`config.mk`:
```
export PLATFORM = sky130hd
export DESIGN_NAME = base64_decoder
export DESIGN_NICKNAME = d
export VERILOG_FILES = /design/src/rtl/core/b64d_pkg.sv /design/src/rtl/core/b64d_msg.sv /design/src/rtl/core/b64d_emit.sv /design/src/rtl/core/base64_decoder.sv
export SDC_FILE = /design/constraint.sdc
export NUM_CORES = 1
export LEC_CHECK = 0
export BUFFER_PORTS_ARGS = -buffer_cell sky130_fd_sc_hd__clkbuf_2
export CORE_MARGIN = 3
export CORE_UTILIZATION = 59
export DETAILED_ROUTE_END_ITERATION = 12
export PLACE_DENSITY = 0.76
export SYNTH_ARGS = -nofsm -noshare
export SYNTH_HDL_FRONTEND = slang
export SYNTH_SLANG_ARGS = --single-unit
```
`constraint.sdc`:
```
create_clock -name clk -period 15.5 [get_ports clk]
set_input_delay 3.1 -clock clk [delete_from_list [all_inputs] [get_ports clk]]
set_output_delay 3.1 -clock clk [all_outputs]
set_load 0.02 [all_outputs]
```
`src/rtl/core/b64d_pkg.sv`:
```
// Types, constants and the alphabet lookup of the base64 decoder.
// Depends on nothing; imported by every RTL module of the decoder.
`timescale 1ns / 1ps

package b64d_pkg;

    localparam logic [7:0] PAD_CHAR  = 8'h3D;
    localparam logic [6:0] NO_SEXTET = 7'd64;

    localparam logic [1:0] ST_OK       = 2'd0;
    localparam logic [1:0] ST_LENGTH   = 2'd1;
    localparam logic [1:0] ST_BAD_CHAR = 2'd2;
    localparam logic [1:0] ST_BAD_PAD  = 2'd3;

    // Results released by one character: up to three bytes packed
    // most significant first, a byte count, and the message close and status.
    typedef struct packed {
        logic [23:0] word;
        logic [1:0]  cnt;
        logic        done;
        logic [1:0]  status;
    } bundle_t;

    // Maps a character to its sextet, or NO_SEXTET outside the alphabet.
    function automatic logic [6:0] sextet_of(input logic [7:0] c);
        logic [6:0] s;
        s = NO_SEXTET;
        if (c inside {[8'h41:8'h5A]}) begin
            s = 7'(c - 8'h41);
        end else if (c inside {[8'h61:8'h7A]}) begin
            s = 7'(c - 8'h47);
        end else if (c inside {[8'h30:8'h39]}) begin
            s = 7'(c + 8'd4);
        end else if (c == 8'h2B) begin
            s = 7'd62;
        end else if (c == 8'h2F) begin
            s = 7'd63;
        end
        return s;
    endfunction

endpackage

```
`src/rtl/core/b64d_msg.sv`:
```
// Message state of the base64 decoder: group gathering, padding, errors
// and the byte limit. Depends on b64d_pkg.
`timescale 1ns / 1ps

module b64d_msg #(
    parameter int COUNT_BITS = 16
) (
    input  logic              clk,
    input  logic              rst_n,
    input  logic              accept,
    input  logic [7:0]        char_code,
    input  logic              last_char,
    input  logic [15:0]       max_bytes,
    output b64d_pkg::bundle_t bundle
);
    import b64d_pkg::*;

    localparam int CMP_W = (COUNT_BITS > 16) ? COUNT_BITS : 16;

    logic [17:0]           acc_reg, acc_next;
    logic [1:0]            pos_reg, pos_next;
    logic [1:0]            pad_reg, pad_next;
    logic [COUNT_BITS-1:0] cnt_reg, cnt_next;
    logic [1:0]            err_reg, err_next;

    logic [CMP_W-1:0] lim;
    logic [CMP_W-1:0] cnt_ext;
    logic [CMP_W-1:0] remaining;
    logic             limited;
    logic [6:0]       sext;
    logic             bad;
    logic [1:0]       want;
    logic [1:0]       n;

    // The byte limit is the smaller of the register and the counter's top.
    assign lim = (CMP_W'(max_bytes) < CMP_W'({COUNT_BITS{1'b1}}))
               ? CMP_W'(max_bytes) : CMP_W'({COUNT_BITS{1'b1}});
    assign cnt_ext   = CMP_W'(cnt_reg);
    assign limited   = cnt_ext >= lim;
    assign remaining = lim - cnt_ext;
    assign sext      = sextet_of(char_code);

    always_comb begin
        acc_next = acc_reg;
        pad_next = pad_reg;
        cnt_next = cnt_reg;
        err_next = err_reg;
        bad      = 1'b0;
        want     = 2'd0;
        n        = 2'd0;
        bundle   = '0;

        if (!limited && err_reg == ST_OK) begin
            if (char_code == PAD_CHAR) begin
                if (pos_reg < 2'd2) begin
                    err_next = ST_BAD_PAD;
                    bad      = 1'b1;
                end else begin
                    pad_next = pad_reg + 2'd1;
                end
            end else if (sext == NO_SEXTET) begin
                err_next = ST_BAD_CHAR;
                bad      = 1'b1;
            end else if (pad_reg != 2'd0) begin
                err_next = ST_BAD_PAD;
                bad      = 1'b1;
            end

            if (!bad) begin
                if (pos_reg != 2'd3) begin
                    // A padded sextet enters as zero.
                    acc_next = {acc_reg[11:0],
                                (char_code == PAD_CHAR) ? 6'd0 : sext[5:0]};
                end else begin
                    bundle.word = {acc_reg,
                                   (char_code == PAD_CHAR) ? 6'd0 : sext[5:0]};
                    want = 2'd3 - pad_next;
                    n    = (CMP_W'(want) <= remaining) ? want : remaining[1:0];
                    cnt_next = cnt_reg + COUNT_BITS'(n);
                    acc_next = '0;
                    pad_next = '0;
                end
            end
        end

        pos_next   = pos_reg + 2'd1;
        bundle.cnt = n;

        if (last_char) begin
            bundle.done   = 1'b1;
            bundle.status = (pos_next != 2'd0) ? ST_LENGTH : err_next;
            acc_next = '0;
            pos_next = '0;
            pad_next = '0;
            cnt_next = '0;
            err_next = ST_OK;
        end
    end

    always_ff @(posedge clk or negedge rst_n)
    begin
        if (!rst_n)
        begin
            acc_reg <= '0;
            pos_reg <= '0;
            pad_reg <= '0;
            cnt_reg <= '0;
            err_reg <= ST_OK;
        end
        else if (accept)
        begin
            acc_reg <= acc_next;
            pos_reg <= pos_next;
            pad_reg <= pad_next;
            cnt_reg <= cnt_next;
            err_reg <= err_next;
        end
    end

endmodule

```
`src/rtl/core/b64d_emit.sv`:
```
// Result stage of the base64 decoder: a result register that hands out the
// results of one character one beat at a time, with one holding slot behind
// it. Depends on b64d_pkg.
`timescale 1ns / 1ps

module b64d_emit (
    input  logic              clk,
    input  logic              rst_n,
    input  logic              accept,
    input  b64d_pkg::bundle_t bundle,
    output logic              free,
    output logic              out_valid,
    input  logic              out_ready,
    output logic [7:0]        data_byte,
    output logic              byte_valid,
    output logic              done_res,
    output logic [1:0]        status,
    output logic              run_end
);
    import b64d_pkg::*;

    bundle_t    bun_reg, bun_next;
    bundle_t    pnd_reg, pnd_next;
    logic [1:0] idx_reg, idx_next;
    logic       full_reg, full_next;
    logic       pfull_reg, pfull_next;

    logic [1:0] last_idx;
    logic       last_beat;
    logic       take;
    logic       load;
    logic       slot_open;
    logic [7:0] sel_byte;

    // A close with no bytes still gives one beat.
    assign last_idx  = (bun_reg.cnt == 2'd0) ? 2'd0 : bun_reg.cnt - 2'd1;
    assign last_beat = idx_reg == last_idx;
    assign take      = full_reg && out_ready;
    // The result register can take a new set of results at this edge.
    assign slot_open = !full_reg || (take && last_beat);
    // The holding slot is only filled while the result register is busy.
    assign free      = !pfull_reg;
    assign load      = accept && (bundle.cnt != 2'd0 || bundle.done);

    always_comb
    begin
        case (idx_reg)
            2'd0:    sel_byte = bun_reg.word[23:16];
            2'd1:    sel_byte = bun_reg.word[15:8];
            default: sel_byte = bun_reg.word[7:0];
        endcase
    end

    assign out_valid  = full_reg;
    assign byte_valid = idx_reg < bun_reg.cnt;
    assign data_byte  = byte_valid ? sel_byte : 8'd0;
    assign run_end    = last_beat;
    assign done_res   = bun_reg.done && last_beat;
    assign status     = done_res ? bun_reg.status : ST_OK;

    always_comb
    begin
        bun_next   = bun_reg;
        pnd_next   = pnd_reg;
        idx_next   = idx_reg;
        full_next  = full_reg;
        pfull_next = pfull_reg;
        if (slot_open)
        begin
            idx_next = 2'd0;
            if (pfull_reg)
            begin
                // Held results go out before anything newer.
                bun_next   = pnd_reg;
                full_next  = 1'b1;
                pfull_next = 1'b0;
            end
            else if (load)
            begin
                bun_next  = bundle;
                full_next = 1'b1;
            end
            else
            begin
                full_next = 1'b0;
            end
        end
        else
        begin
            if (take)
            begin
                idx_next = idx_reg + 2'd1;
            end
            if (load)
            begin
                pnd_next   = bundle;
                pfull_next = 1'b1;
            end
        end
    end

    always_ff @(posedge clk or negedge rst_n)
    begin
        if (!rst_n)
        begin
            idx_reg   <= '0;
            full_reg  <= 1'b0;
            pfull_reg <= 1'b0;
        end
        else
        begin
            idx_reg   <= idx_next;
            full_reg  <= full_next;
            pfull_reg <= pfull_next;
        end
    end

    always_ff @(posedge clk)
    begin
        bun_reg <= bun_next;
        pnd_reg <= pnd_next;
    end

endmodule

```
`src/rtl/core/base64_decoder.sv`:
```
// Top level of the streaming base64 decoder.
// Depends on b64d_pkg, b64d_msg and b64d_emit.
`timescale 1ns / 1ps

// Usage
// The slave channel takes one character per beat: s_tdata is the character
// and s_tlast marks the final character of a message. The master channel
// gives decoded results: m_tdata[7:0] is the byte, m_tdata[9:8] the status,
// m_tdata[10] marks the last result caused by one character, m_tuser says
// that the byte is valid and m_tlast closes the message. The status is only
// nonzero on the closing beat; on an error the receiver drops the bytes it
// already took for that message.
// With the result register empty, the first result of a character is shown
// in the cycle after its beat. A character is taken in every cycle while the
// receiver keeps up: the up to three bytes of a group drain while the next
// group comes in. One holding slot sits behind the result register and
// s_tready drops only while it is occupied, which stalls the input when a
// message closes right after a three-byte group; a stall on m_tready backs
// up into s_tready once both are full. Reset clears all message state and
// sets the byte limit to 65535; no clearing pass is needed. The user must
// write the byte limit with cfg_we only while idle; the block does not check.

module base64_decoder #(
    parameter int COUNT_BITS = 16
) (
    input  logic        clk,
    input  logic        rst_n,
    input  logic        cfg_we,
    input  logic [15:0] cfg_wdata,   // max_output_bytes
    input  logic        s_tvalid,
    output logic        s_tready,
    input  logic [7:0]  s_tdata,     // [7:0] char_code
    input  logic        s_tlast,     // last_char
    output logic        m_tvalid,
    input  logic        m_tready,
    output logic [15:0] m_tdata,     // [7:0] data_byte, [9:8] status, [10] run_end
    output logic        m_tlast,     // done_res
    output logic        m_tuser      // byte_valid
);
    import b64d_pkg::*;

    logic [15:0] max_reg;
    logic        accept;
    logic        free;
    bundle_t     bundle;
    logic [7:0]  data_byte;
    logic [1:0]  status;
    logic        run_end;

    // Byte limit register: user must write it only between messages; unenforced.
    always_ff @(posedge clk or negedge rst_n)
    begin
        if (!rst_n)
        begin
            max_reg <= 16'hFFFF;
        end
        else if (cfg_we)
        begin
            max_reg <= cfg_wdata;
        end
    end

    // A character enters when the holding slot has room for its results.
    assign s_tready = free;
    assign accept   = s_tvalid && s_tready;

    b64d_msg #(
        .COUNT_BITS (COUNT_BITS)
    ) u_msg (
        .clk       (clk),
        .rst_n     (rst_n),
        .accept    (accept),
        .char_code (s_tdata),
        .last_char (s_tlast),
        .max_bytes (max_reg),
        .bundle    (bundle)
    );

    b64d_emit u_emit (
        .clk        (clk),
        .rst_n      (rst_n),
        .accept     (accept),
        .bundle     (bundle),
        .free       (free),
        .out_valid  (m_tvalid),
        .out_ready  (m_tready),
        .data_byte  (data_byte),
        .byte_valid (m_tuser),
        .done_res   (m_tlast),
        .status     (status),
        .run_end    (run_end)
    );

    assign m_tdata = {5'd0, run_end, status, data_byte};

endmodule

```
# After elaboration in Yosys (flattened, before gate mapping)
# Cells that the tools add are included.
[word_totals] register_bits=118 in_bits=30 output_inout_bits=20 elab_cells=132
[op_classes] addsub=10 n_lt_le_gt_ge=11 n_eq_ne=9 n_mux=55 bitwise=1 n_reduce_logical=29
[op_table] op="16-bit 2-to-1 mux" count=5
[op_table] op="18-bit 2-to-1 mux" count=4
[op_table] op="24-bit 2-to-1 mux" count=3
[op_table] op="29-bit 2-to-1 mux" count=2
[op_table] op="2-bit 2-to-1 mux" count=23
[op_table] op="7-bit 2-to-1 mux" count=5
[op_table] op="8-bit by 6-bit == test with 1-bit output (second input constant)" count=3
[op_table] op="16-bit by 2-bit adder with 16-bit output" count=1
[op_table] op="16-bit >= comparator" count=1
[op_table] op="8-bit by 7-bit >= comparator with 1-bit output (second input constant)" count=2
[op_table] op="2-bit by 16-bit <= comparator with 1-bit output" count=1
[op_table] op="8-bit by 7-bit <= comparator with 1-bit output (second input constant)" count=2
[op_table] op="16-bit < comparator (second input constant)" count=1
[op_table] op="8-bit one-hot mux with 2 select lines" count=1
[op_table] op="16-bit subtractor" count=1
[op_table] op="2-bit nonzero test" count=7
[op_table] op="7-bit subtractor (second input constant)" count=2
[op_table] op="1-bit logical AND" count=9
[op_table] op="1-bit 2-to-1 mux" count=9
[op_table] op="8-bit by 6-bit >= comparator with 1-bit output (second input constant)" count=1
[op_table] op="8-bit by 6-bit <= comparator with 1-bit output (second input constant)" count=1
[op_table] op="8-bit 2-to-1 mux" count=1
[op_table] op="7-bit by 3-bit adder with 7-bit output (second input constant)" count=1
[op_table] op="7-bit == test (second input constant)" count=1
[op_table] op="17 further kinds" count=28

# Longest topological paths before layout
[depth] depth_word=17 depth_mapped=23 depth_no_buf=23

# Hierarchy
# A second synthesis with hierarchy kept.
[hier_totals] cells_unflattened=695 area_unflattened_um2=7299.5
[by_module_without_submodules] module="b64d_msg" n_inst=1 cells_per_inst=496 area_each_um2=4007.6 seq_area_each_um2=1001.0
[by_module_without_submodules] module="b64d_emit" n_inst=1 cells_per_inst=157 area_each_um2=2567.5 seq_area_each_um2=1841.8
[by_module_without_submodules] module="base64_decoder" n_inst=1 cells_per_inst=42 area_each_um2=724.4 seq_area_each_um2=420.4

# Worst setup path before layout
# OpenSTA, ideal clock, no wires.
[synth_timing] path_type="in2reg" start="input port s_tdata[4]" end="register u_emit.pnd_reg[0] (netlist name) (enable)" setup_time_ns=0.451 arrival_time_ns=7.722 required_ns=15.049 slack_ns=7.327 path_stages=15 n_path_buf=1 path_cell_list="buf_2 -> and4bb_2 -> and3_1 -> nand2_1 -> mux2i_1 -> ha_1 -> nand2_1 -> o221ai_1 -> a2111oi_2 -> o211ai_1 -> nor3_2 -> nand4_1 -> o21ai_0 -> a31oi_1 -> nor3_1"
[synth_via] elab_chain_len=16 word_cells_on_any_way=36 cone_classes="add/sub: 4; order compare: 7; eq/ne: 4; mux: 14; reduce/logical: 7"
[synth_rtl] item="from (decl)" line_no="base64_decoder.sv:32" text="input logic [7:0] s_tdata,"
[synth_rtl] item="parallel branches: the longest is 10 deep, another holds 2-bit by 16-bit <= comparator with 1-bit output"
[synth_rtl] item="2-bit 2-to-1 mux (*)" line_no="b64d_msg.sv:69" text="if (!bad) begin"
[synth_rtl] item="2-bit 2-to-1 mux (*)" line_no="b64d_msg.sv:53" text="if (!limited && err_reg == ST_OK) begin"
[synth_rtl] item="2-bit nonzero test (*)" line_no="b64d_emit.sv:43" text="assign load = accept && (bundle.cnt != 2'd0 || bundle.done);"
[synth_rtl] item="1-bit logical OR (*)" line_no="b64d_emit.sv:43"
[synth_rtl] item="1-bit logical AND (*)" line_no="b64d_emit.sv:43"
[synth_rtl] item="2-bit AND reduction (no source line) (*)"
[synth_rtl] item="to (signal assigned)" line_no="b64d_emit.sv:121" text="pnd_reg <= pnd_next;"
[synth_rtl] item="to (decl)" line_no="b64d_emit.sv:23" text="bundle_t pnd_reg, pnd_next;"
# Every way passes the cells marked *. The select of a mux whose other input is x is not followed.
# A chain may end at the register's enable or synchronous reset.

# Final worst setup path
[layout_timing] start="input port s_tdata[5]" end="register u_msg.cnt_reg[12] (netlist: u_msg.cnt_ext[12])"
[layout_via] elab_chain_len=12 word_cells_on_any_way=36 cone_classes="add/sub: 5; order compare: 7; eq/ne: 5; mux: 15; reduce/logical: 4"
[layout_rtl] item="parallel branches: the longest is 12 deep, another holds 2-bit by 16-bit <= comparator with 1-bit output"
[layout_rtl] item="to (signal assigned)" line_no="b64d_msg.sv:115" text="cnt_reg <= cnt_next;"
[layout_rtl] item="to (decl)" line_no="b64d_msg.sv:23" text="logic [COUNT_BITS-1:0] cnt_reg, cnt_next;"
# Several ways; the timed one is not identified. The select of a mux whose other input is x is not followed.

==> results.py <==
metrics = {
    "synthesis": {
        "synth_edf_count": 58,
        "async_flop_share": 0.508,
        "yosysUniqueCellTypes": 81,
        "postSynthCellCount": 716,
        "synthAdderAreaFrac": 0.0664,
        "synth_compound_area_frac": 0.135,
        "synth_simple_gate_area_frac": 0.186,
        "syn_area_per_cell_um2": 10.1,
        "synth.area.mux_share": 0.0812,
        "synth_top_family_by_area": "simple AND/OR/NAND/NOR gates",
        "synthXorXnorAreaFrac": 0.0183,
        "ys_seq_area_frac": 0.453,
        "ys_ff_latch": 118,
        "yosys_warnings": 0,
        "ys.flop_type": "edfxtp_1",
        "syn_area_um2": 7200,
    },
    "power_and_ir_drop": {
        "total_power_mw": 1.20,
        "peakVddDrop_mv": 0.110,
        "p_per_area_nw_per_um2": 150,
        "power.leakage_nw": 3.41,
    },
    "global_routing": {
        "grt_max_degree": 61,
        "grt_pass1_wl_mm": 26.5,
        "antenna_found_initial": 1,
        "first_global_vias": 5228,
        "gr-usage-all-layers": 0.253,
        "overflow": 0,
    },
    "flow_run": {
        "maxCapViolations": 0,
    },
    "timing": {
        "slew_headroom": 0.378,
        "period_minus_slack_ns": 7.73,
        "final.period_utilization": 0.499,
        "drv_slew": 0,
        "hold_violations": 0,
        "skew_ns": 0.0109,
        "setup_viol": 0,
        "hold_ws_ns": 0.474,
        "fmax_mhz": 129,
        "rsz0062_at_grt": "false",
        "tns_ns": 0,
        "worstMarginPinSlew_ns": 0.930,
    },
    "clock_tree": {
        "cts_tree": "done",
        "cts_buffers": 17,
        "cts_buffer_depth": 2,
        "cts_sinks": 118,
        "cts_root_buffer": "clkbuf_16",
        "clkLatencyLatePin_ns": 0.42,
        "hold_buffers": 0,
        "htreeDepth": 4,
        "cts-resized-gates": 0,
        "cts_setup_buffers": 0,
        "path_clk_slew_ns": 0.06,
    },
    "route": {
        "first_iter_violations": 439,
        "m1WireLength_mm": 7.76,
        "wl_met2_mm": 7.16,
        "first_pass_iters": 5,
        "top_layer": "met5",
        "vias": 5343,
        "wl_per_cell_um": 17.9,
        "ant_nets": 0,
        "route.detailed.drc": 0,
        "wirelength_mm": 16.1,
        "vias_per_cell": 5.97,
        "wl_met3_um": 857,
    },
    "critical_path": {
        "critPathKind": "input pin to flip-flop",
        "crit_slowest_cell": "mux2i_1",
        "crit_required_ns": 15.77,
        "critPathMaxFanout": 12,
        "max_stage_delay_ns": 0.45,
        "setup.worst_path.start_class": "input pin",
        "worst_path_most_repeated_cell": "nand2_1",
        "path_cells": "clkbuf_2 > and4bb_2 > and3_1 > nand2_1 > mux2i_1 > ha_1 > nand2_1 > o221ai_1 > a2111oi_2 > o211ai_1 > nor3_2 > o2111ai_1 > nor3b_2 > mux2i_1 > inv_1 > ha_1 > inv_1 > fa_1 > nor2_1 > nand2_1 > nor4_1 > xnor2_1 > nor2_1",
        "cp.arrival_ns": 8.00,
        "rrSetupSlack_ns": 10.43,
        "crit_path_end_kind": "flip-flop",
    },
    "floorplanning": {
        "die_h_um": 116,
        "die-width_um": 116,
        "die-area_um2": 13600,
        "fp.coreArea_um2": 11700,
        "rows": 39,
        "io_pins": 50,
        "initial_core_util": 0.617,
    },
    "min_path": {
        "hold_path.class": "flip-flop to flip-flop",
    },
    "placement": {
        "io_buffer_count": 44,
        "dp.cells": 863,
        "place.gp.congestion": 0.917,
        "place_hpwl_mm": 11.6,
    },
    "finish": {
        "fillers": 854,
        "final_cell_mix": "nand2_1, edfxtp_1, inv_1, nor2_1",
        "layout-drive-gt1-share": 0.233,
        "n_antenna_cell": 0,
        "syn_to_final_growth_pct": 11.5,
        "fin_nets": 806,
        "layout_commonest_cell": "nand2_1",
        "instances_no_fill": 895,
    },
    "outcome": {
        "status": "finished, final reports clean",
    },
}
-- stage by stage --
| stage | area, µm² | worst slack, ns | utilization |
|---|---|---|---|
| floorplan | 7210 | 7.33 | - |
| finish | 8020 | 7.77 | 0.688 |
| CTS | 8020 | 7.82 | 0.688 |
| global route | 8020 | 7.27 | 0.688 |
| detailed placement | 7410 | 7.39 | 0.635 |
| global placement | 7410 | 7.64 | 0.635 |
-- path summary, 6_finish.rpt --
kind / start / end / cells past startpoint
min in group asynchronous: rst_n / u_msg.cnt_ext[6] / 2
setup / recovery: s_tdata[5] / u_msg.cnt_ext[12] / 23
setup reg to reg: max_reg[0] / u_msg.cnt_ext[12] / 23
max in group asynchronous: rst_n / u_emit.idx_reg[0] / 2
hold / removal: u_msg.acc_reg[17] / u_msg.acc_reg[17] / 2
hold reg to reg: u_msg.acc_reg[17] / u_msg.acc_reg[17] / 2
-- power by group --
group / switching (mW) / internal [mW]
logic: 0.236 / 0.136
clock network: 0.146 / 0.248
registers: 0.0349 / 0.403
-- layout make-up --
class | instances | area, µm² | area share
inverters | 50 | 188 | 0.0234
well taps | 143 | 179 | 0.0223
repair buffers | 48 | 250 | 0.0312
clock buffers | 22 | 539 | 0.0672
flip-flops and latches | 118 | 3260 | 0.407
clock inverters | 10 | 76.3 | 0.00951
multi-input cells | 504 | 3530 | 0.440
-- kinds of logic after synthesis --
group / count (synthesis)
adder cells (fa/ha/maj): 37
flip-flops: 118
buffers and inverters: 98
XOR/XNOR: 15
multiplexers: 47
AND/OR/NAND/NOR: 257
AO/OA/AOI/OAI: 143
other: 1
-- critical path, delay by kind of cell --
family	cells	cell delay (ns)
simple gates	10	2.12
fa+ha+maj	3	0.89
compound gates	4	0.78
mux	2	0.62
buf+inv	3	0.33
xor+xnor	1	0.16
-- cell usage after synthesis (7+ instances only) --
| library cell | count | share of area |
|---|---|---|
| nand2_1 | 91 | 0.047 |
| edfxtp_1 | 58 | 0.24 |
| inv_1 | 49 | 0.026 |
| nor2_1 | 46 | 0.024 |
| dfrtp_1 | 44 | 0.15 |
| o21ai_0 | 39 | 0.027 |
| ha_1 | 35 | 0.061 |
| nand3_1 | 33 | 0.023 |
| a21oi_1 | 32 | 0.022 |
| clkbuf_1 | 27 | 0.014 |
| mux2_2 | 22 | 0.034 |
| and2_4 | 18 | 0.022 |
| mux2_4 | 17 | 0.035 |
| dfstp_2 | 16 | 0.058 |
| nor3_1 | 13 | 0.0090 |
| xnor2_1 | 12 | 0.015 |
| and3_1 | 11 | 0.0096 |
| buf_2 | 9 | 0.0063 |
| a22oi_1 | 8 | 0.0083 |
| mux2i_1 | 7 | 0.0097 |
| nor2b_1 | 7 | 0.0061 |
-- layer usage --
| layer | global-route usage | vias up |
|---|---|---|
| met5 | 0 | - |
| met4 | 0.0742 | 2 |
| met3 | 0.0653 | 28 |
| met2 | 0.380 | 164 |
| met1 | 0.366 | 2574 |
| li1 | - | 2575 |
Power figures use the tool's default switching activity.
